<file path="src/rtl/core/fel_pkg.sv">
package fel_pkg;

   localparam int DELAY_W = 14;
   localparam int GAIN_W  = 16;
   localparam int CSR_W   = 16;
   localparam int INDEX_W = 2;

   typedef enum logic [INDEX_W-1:0] {
      CSR_ECHO_DELAY      = 2'd0,
      CSR_ECHO_DECAY      = 2'd1,
      CSR_SMOOTHING_ALPHA = 2'd2
   } csr_index_type;

   // commands from controller to datapath
   typedef struct packed {
      logic capture;    // latch the dry beat
      logic rd_prev;    // address the previous output instead of the echo tap
      logic mul_echo;   // decay * echo tap
      logic mix;        // add echo, latch previous output
      logic mul_lp;     // alpha * (x - prev)
      logic add_lp;     // x = prev + rounded product
      logic commit;     // saturate, write history, load output register
   } fel_cmd_type;

   typedef struct packed {
      logic lp_en;
      logic out_free;
   } fel_status_type;

endpackage

</file>
<file path="src/rtl/core/fel_ctrl.sv">
module fel_ctrl (
   input  logic                    clock,
   input  logic                    reset,
   input  logic                    req_valid,
   output logic                    req_ready,
   input  fel_pkg::fel_status_type status,
   output fel_pkg::fel_cmd_type    cmd
);
   import fel_pkg::*;

   typedef enum logic [2:0] {
      S_IDLE,
      S_ECHO,
      S_MIX,
      S_LP1_MUL,
      S_LP1_ADD,
      S_LP2_MUL,
      S_LP2_ADD,
      S_OUT
   } state_type;

   state_type state_ff, state_in;

   assign req_ready = (state_ff == S_IDLE);

   always_comb begin
      state_in = state_ff;
      cmd      = '0;
      unique case (state_ff)
         S_IDLE: begin
            if (req_valid) begin
               cmd.capture = 1'b1;
               state_in    = S_ECHO;
            end
         end
         S_ECHO: begin
            cmd.rd_prev  = 1'b1;
            cmd.mul_echo = 1'b1;
            state_in     = S_MIX;
         end
         S_MIX: begin
            cmd.mix  = 1'b1;
            state_in = status.lp_en ? S_LP1_MUL : S_OUT;
         end
         S_LP1_MUL: begin
            cmd.mul_lp = 1'b1;
            state_in   = S_LP1_ADD;
         end
         S_LP1_ADD: begin
            cmd.add_lp = 1'b1;
            state_in   = S_LP2_MUL;
         end
         S_LP2_MUL: begin
            cmd.mul_lp = 1'b1;
            state_in   = S_LP2_ADD;
         end
         S_LP2_ADD: begin
            cmd.add_lp = 1'b1;
            state_in   = S_OUT;
         end
         S_OUT: begin
            // hold until the output register can take the beat
            if (status.out_free) begin
               cmd.commit = 1'b1;
               state_in   = S_IDLE;
            end
         end
         default: state_in = S_IDLE;
      endcase
   end

   always_ff @(posedge clock) begin
      if (reset) begin
         state_ff <= S_IDLE;
      end else begin
         state_ff <= state_in;
      end
   end

endmodule

</file>
<file path="config.mk">
export PLATFORM = sky130hd
export DESIGN_NAME = fel_ctrl
export DESIGN_NICKNAME = d
export VERILOG_FILES = /design/src/rtl/core/fel_pkg.sv /design/src/rtl/core/fel_ctrl.sv
export SDC_FILE = /design/constraint.sdc
export NUM_CORES = 1
export LEC_CHECK = 0
export ABC_AREA = 1
export BUFFER_PORTS_ARGS = -buffer_cell sky130_fd_sc_hd__buf_2
export CAP_MARGIN = 20
export CORE_AREA = 4 4 41 43
export DETAILED_ROUTE_END_ITERATION = 7
export DIE_AREA = 0 0 45 47
export SKIP_CTS_REPAIR_TIMING = 1
export SYNTH_ARGS = -nofsm -noshare
export SYNTH_HDL_FRONTEND = slang
export SYNTH_SLANG_ARGS = --single-unit
</file>
<file path="constraint.sdc">
create_clock -name clock -period 1.5 [get_ports clock]
set_clock_uncertainty 0.05 [all_clocks]
set_input_delay 0.3 -clock clock [delete_from_list [all_inputs] [get_ports clock]]
set_output_delay 0.3 -clock clock [all_outputs]
set_load 0.02 [all_outputs]
</file>
* Word-level counts from Yosys, hierarchy flattened *
Cells that the tools add are included.
Widths: inputs -> output; s select.

storage, ports and cells
  register bits = 3
  input bits = 5
  output and inout port bits = 8

operators by class
  equal/unequal tests = 9
  muxes and demuxes = 12
  reductions and logical operators = 4

operators with widths
  operator            number
  $pmux 3 s8          1
  $eq 3x3->1 const B  4
  $mux 3              3
  $mux 1              7
  $eq 3x2->1 const B  2
  $ne 2x2->1 const B  2
  $reduce_or 2->1     2
  $eq 3x1->1 const B  1
  $logic_not 3->1     1
  $mux 2              1
  $reduce_and 2->1    1

* Logic depth before layout (Yosys ltp) *
Gate-level depths: netlist of the first run.

  depth in word-level cells = 3
  depth in mapped cells = 7
  gate-level depth less buffers = 6

* Least setup slack after synthesis of the first run *
No wires, ideal clock.

  path type = register to output
  start = reg state_ff[0]
  end = out cmd[5] (netlist bit)
  data arrival time = 1.257 ns
  data required time = 1.150 ns
  setup slack = -0.107 ns
  stages on the path, launching flop included = 5
  cell sequence = dfxtp_1 buf_6 inv_2 nor3_1 buf_4

RTL lines
  element                 line            text
  start, declared         fel_ctrl.sv:22  state_type state_ff, state_in;
  start signal, assigned  fel_ctrl.sv:76  state_ff <= state_in;
  end, declared           fel_ctrl.sv:7   output fel_pkg::fel_cmd_type cmd

==> impl_metrics.env, run 1 <==
export IMPL_status="finished clean"
export IMPL_num_io_pins=13
export IMPL_drtPass1Iterations=4
export IMPL_cp_arrival_ns=1.09
export IMPL_muxShareOfSynthArea=0
export IMPL_synthSimpleGateAreaFrac=0.431
export IMPL_grt_pass1_vias=217
export IMPL_wl_per_cell_um=7.74
export IMPL_setup_worst_path_class="reg2out"
export IMPL_grt_total_usage=0.0576
export IMPL_clk_latency_ns=0.23
export IMPL_post_dp_hpwl_um=439
export IMPL_finalSetupTns_ns=0
export IMPL_core_rowCount=13
export IMPL_pwr_share_seq=0.301
export IMPL_ir_worst_vdd_v=0.000437
export IMPL_fin_crit_ns=1.44
export IMPL_period_share=0.960
export IMPL_finalNonFillerCells=66
export IMPL_crit_path_max_fanout=7
export IMPL_r2r_slack_ns=0.54
export IMPL_cts_root_buf="clkbuf_4"
export IMPL_clockPowerShare=0.333
export IMPL_htree_num_levels=1
export IMPL_grt_pass1_wl_um=828
export IMPL_hp_class="in2reg"
export IMPL_drive_gt1_frac=0.588
export IMPL_critPathBufInv=2
export IMPL_drt_wl_total_um=511
export IMPL_cts_made_buffers=3
export IMPL_synth_top_cell_by_area="dfxtp_1"
export IMPL_cpMaxStageDelayCell="dfxtp_4"
export IMPL_rr_endpoint="state_ff[2]"
export IMPL_synth_cell_types=19
export IMPL_final_antenna_net_count=0
export IMPL_setup_violations=0
export IMPL_synth_compound_area_frac=0.0718
export IMPL_yosys_top_cells_area="dfxtp_1 23%, buf_6 8.6%, inv_1 7.2%"
export IMPL_syn_area_um2=262
export IMPL_io_buffers=12
export IMPL_nets=57
export IMPL_slew_violations=0
export IMPL_worst_setup_path_start_kind="flip-flop"
export IMPL_crit_path_end_kind="output port"
export IMPL_yosysWarnings=0
export IMPL_ys_ff_latch=3
export IMPL_final_cell_mix="12 x buf_2, 5 x inv_1, 5 x nand2_1"
export IMPL_setup_slack_ns=0.0596
export IMPL_cts_tree="built"
export IMPL_avgSynthCellArea_um2=6.88
export IMPL_top_regs="state_ff (3)"
export IMPL_p_int_mw=0.255
export IMPL_synth_xor_area_frac=0
export IMPL_largest_register="state_ff"
export IMPL_place_area_um2=322
export IMPL_die_w_um=45
export IMPL_timing_rr_start="state_ff[0]"
export IMPL_reg2reg_depth=5
export IMPL_synth_top_family_by_area="simple AND/OR/NAND/NOR gates"
export IMPL_viasPerCell=3.88
export IMPL_path_delay_family="flip-flops"
export IMPL_start_util=0.201
export IMPL_hold_path_depth=2
export IMPL_rsz0062_at_grt="no"
export IMPL_required_ns=1.15
export IMPL_worst_slew_pin_slew_ns=0.200
export IMPL_max_freq_mhz=694
export IMPL_hold_path_end="state_ff[1]"
export IMPL_hold_violations=0
export IMPL_antenna_found_initial=0
export IMPL_synthAdderAreaFrac=0
export IMPL_core_area_mm2=0.00130
export IMPL_max_stage_delay_ns=0.37
export IMPL_largest_reg_flops=3
export IMPL_postLayoutCoreUtil=0.280
export IMPL_route_detailed_drc=0
export IMPL_final_common_cell="buf_2"
export IMPL_power_leakage_nw=0.199
export IMPL_min_from="reset"
export IMPL_switching_share=0.385
export IMPL_clock_sinks=3
export IMPL_cts_clk_slew_worst_paths_ns=0.04
export IMPL_via_count=256
export IMPL_placed_cells=62
export IMPL_pre_cts_ws_ns=0.126
export IMPL_drt_initial_drc_count=2
export IMPL_clockBufferDepth=2
export IMPL_cp_cell_sequence="buf_4 -> nor3_2 -> buf_2"
export IMPL_areaGrowthSynthToFinish_pct=39.2
export IMPL_yosysSeqAreaShare=0.230
export IMPL_p_per_area_mw_per_mm2=1140
export IMPL_fin_area_um2=364
export IMPL_p_sw_mw=0.160
export IMPL_grt_overflow=0
export IMPL_place_gp_congestion=0.705
export IMPL_relSlewSlack=0.866
export IMPL_synthCells=38
export IMPL_combPwrFrac=0.366
export IMPL_synth_top_area_frac=0.230
export IMPL_syn_num_nets=43
export IMPL_die_height_um=47
export IMPL_antenna_cells=0
export IMPL_drv_cap=0
export IMPL_grt_max_degree=10
export IMPL_dieArea_mm2=0.00212
## per-layer routing
| layer | share of wire | track usage |
|---|---|---|
| met4 | 0 | 0.0175 |
| met5 | 0 | 0 |
| met2 | 0.41 | 0.0650 |
| met1 | 0.46 | 0.0726 |
| met3 | 0.13 | 0.0575 |
## logic make-up (layout without fill, tap and decap cells)
family	after synthesis	in the layout
flops	3	3
compound gates	3	3
simple gates	20	20
buf+inv	12	25
## through the flow
stage	hold slack (ns)	power, mW
floorplan	0.319	0.252
global placement	0.429	0.274
detailed placement	0.430	0.276
CTS	0.183	0.423
global route	0.172	0.453
finish	0.184	0.415
## worst reg2reg max path, cell delays in order (launching register included)
cell	delay, ns
dfxtp_4	0.37
buf_4	0.16
nand4_1	0.11
nand3_1	0.09
nand2_1	0.06
inv_1	0.03
## power by group through the flow
| stage | Clock (mW) | Sequential, mW | Combinational, mW |
|---|---|---|---|
| after floorplan | 0 | 0.0947 | 0.157 |
| after global placement | 0 | 0.123 | 0.151 |
| after detailed placement | 0 | 0.124 | 0.153 |
| after CTS | 0.148 | 0.122 | 0.153 |
| after global routing | 0.159 | 0.129 | 0.165 |
| final | 0.138 | 0.125 | 0.152 |
## final cells by class
type / count / area [um^2]
Tap cell: 15 / 18.8
Inverter: 8 / 32.5
Clock buffer: 4 / 26.3
Sequential cell: 3 / 71.3
Fill cell: 156 / 937
Multi-Input combinational cell: 23 / 148
Timing Repair Buffer: 13 / 67.6
## Yosys cell counts
cell type  n
inv_2      2
nand3_1    2
buf_6      2
buf_4      2
a31oi_1    1
nor4_1     1
a21oi_1    1
nand4_1    1
nor3_4     1
nand2_1    5
nor3_1     2
dfxtp_1    3
nor2_1     4
o21a_1     1
nor2_2     1
nand2_2    2
inv_1      5
nor2_4     1
inv_4      1
## how the worst max path moves through the flow
stage	from	to	slack, ns	cells after the start
finish	state_ff[0]	cmd[3]	0.06	3
detailed placement	state_ff[1]	cmd[2]	0.13	4
floorplan	state_ff[0]	cmd[5]	0.12	4
global placement	state_ff[1]	cmd[2]	0.14	4
global route	state_ff[0]	cmd[3]	0.01	3
CTS	state_ff[1]	cmd[2]	-0.13	4
Power figures use the tool's default switching activity.
==> run 2, diff against run 1 <==
CELL_PAD_IN_SITES_DETAIL_PLACEMENT = 1   (was not set)
CELL_PAD_IN_SITES_GLOBAL_PLACEMENT = 2   (was not set)
PLACE_DENSITY_LB_ADDON = 0.1   (was not set)
==> run 2 against run 1 <==
Die area is the same; routed wire length increased by 18%; sequential power hardly changed; sequential share of layout area is the same; combinational power barely moved; cell count unchanged; critical path type unchanged.
==> impl_metrics.env, run 2 (synthesis results as in run 1) <==
export IMPL_status="finished clean"
export IMPL_max_freq_mhz=701
export IMPL_met1Wirelength_um=262
export IMPL_drtPass1Iterations=2
export IMPL_core_area_mm2=0.00130
export IMPL_highest_layer="met3"
export IMPL_pre_cts_ws_ns=0.0959
export IMPL_critPathBufInv=2
export IMPL_p_per_area_mw_per_mm2=1140
export IMPL_period_share=0.951
export IMPL_setup_slack_ns=0.0734
export IMPL_worst_setup_path_start_kind="flip-flop"
export IMPL_nets=57
export IMPL_finalNonFillerCells=66
export IMPL_htree_num_levels=1
export IMPL_route_met3_wl_um=63
export IMPL_antenna_cells=0
export IMPL_drive_gt1_frac=0.588
export IMPL_viasPerCell=4.15
export IMPL_route_detailed_drc=0
export IMPL_relSlewSlack=0.879
export IMPL_final_common_cell="buf_2"
export IMPL_drt_initial_drc_count=2
export IMPL_min_from="reset"
export IMPL_setup_worst_path_class="reg2out"
export IMPL_nFillCells=181
export IMPL_grt_pass1_wl_um=945
export IMPL_max_stage_delay_ns=0.37
export IMPL_required_ns=1.15
export IMPL_grt_pass1_vias=242
export IMPL_cp_arrival_ns=1.08
export IMPL_crit_path_max_fanout=7
export IMPL_crit_path_start="state_ff[0]"
export IMPL_slew_violations=0
export IMPL_post_dp_hpwl_um=533
export IMPL_cts_root_buf="clkbuf_4"
export IMPL_ir_worst_vdd_v=0.000386
export IMPL_cp_cell_sequence="buf_4 -> nor3_2 -> buf_2"
export IMPL_clk_latency_ns=0.23
export IMPL_cts_made_buffers=3
export IMPL_fin_crit_ns=1.43
export IMPL_start_util=0.201
export IMPL_grt_overflow=0
export IMPL_drv_cap=0
export IMPL_placed_cells=62
export IMPL_cpMaxStageDelayCell="dfxtp_4"
export IMPL_cts_tree="built"
export IMPL_worst_slew_pin_slew_ns=0.179
export IMPL_areaGrowthSynthToFinish_pct=39.2
export IMPL_wl_per_cell_um=9.11
export IMPL_hp_class="in2reg"
export IMPL_die_w_um=45
export IMPL_grt_max_degree=10
export IMPL_hold_violations=0
export IMPL_finalSetupTns_ns=0
export IMPL_grt_total_usage=0.0624
export IMPL_cts_clk_slew_worst_paths_ns=0.03
export IMPL_place_gp_congestion=0.678
export IMPL_path_delay_family="flip-flops"
export IMPL_clockBufferDepth=2
export IMPL_largest_reg_flops=3
export IMPL_setup_violations=0
export IMPL_crit_path_end_kind="output port"
export IMPL_clock_sinks=3
export IMPL_io_buffers=12
export IMPL_rsz0062_at_grt="no"
export IMPL_postLayoutCoreUtil=0.280
export IMPL_antenna_found_initial=0
export IMPL_die_height_um=47
export IMPL_dr_wl_met2_um=274
export IMPL_top_regs="state_ff (3)"
export IMPL_largest_register="state_ff"
export IMPL_holdWs_ns=0.179
export IMPL_num_io_pins=13
export IMPL_core_rowCount=13
export IMPL_timing_rr_start="state_ff[0]"
export IMPL_dieArea_mm2=0.00212
export IMPL_final_cell_mix="12 x buf_2, 5 x inv_1, 5 x nand2_1"
export IMPL_power_leakage_nw=0.199
export IMPL_final_antenna_net_count=0
export IMPL_drt_wl_total_um=601
export IMPL_via_count=274
run 2: cell counts in the layout (fill, tap and decap cells not counted):
No cell type changed its count.
run 2: worst paths after layout:
kind            endpoint  slack, ns  cells after the start
min          state_ff[1]       0.18                      2
max               cmd[3]       0.07                      3
min reg2reg  state_ff[1]       0.55                      2
max reg2reg  state_ff[2]       0.53                      5
run 2: area by class of cell:
class,count,area [um^2],area share
flip-flops and latches,3,71.3,0.196
repair buffers,13,67.6,0.186
multi-input cells,23,148,0.405
clock buffers,4,26.3,0.0722
inverters,8,32.5,0.0893
well taps,15,18.8,0.0515
run 2: worst register-to-register path, cell delays in order, from the launching register on:
cell     delay (ns)
dfxtp_4        0.37
buf_4          0.16
nand4_1        0.10
nand3_1        0.09
nand2_1        0.06
inv_1          0.03
run 2: per-layer routing:
layer,global-route usage,vias up
li1,-,142
met1,0.0614,122
met2,0.113,10
met3,0.0345,0
met4,0.0175,0
met5,0,-
run 2: metrics by stage:
stage / power (mW) / area (um^2)
2_1_floorplan: 0.252 / 273
3_3_place_gp: 0.279 / 322
3_5_place_dp: 0.280 / 322
4_1_cts: 0.426 / 348
5_1_grt: 0.454 / 364
6_report: 0.416 / 364
run 2: where the power goes:
group / leakage (nW) / internal [mW] / switching [mW] / total (mW)
sequential: 0.0267 / 0.0934 / 0.0332 / 0.127
combinational: 0.157 / 0.0626 / 0.0907 / 0.153
clock: 0.0150 / 0.0994 / 0.0371 / 0.136
total: 0.199 / 0.255 / 0.161 / 0.416
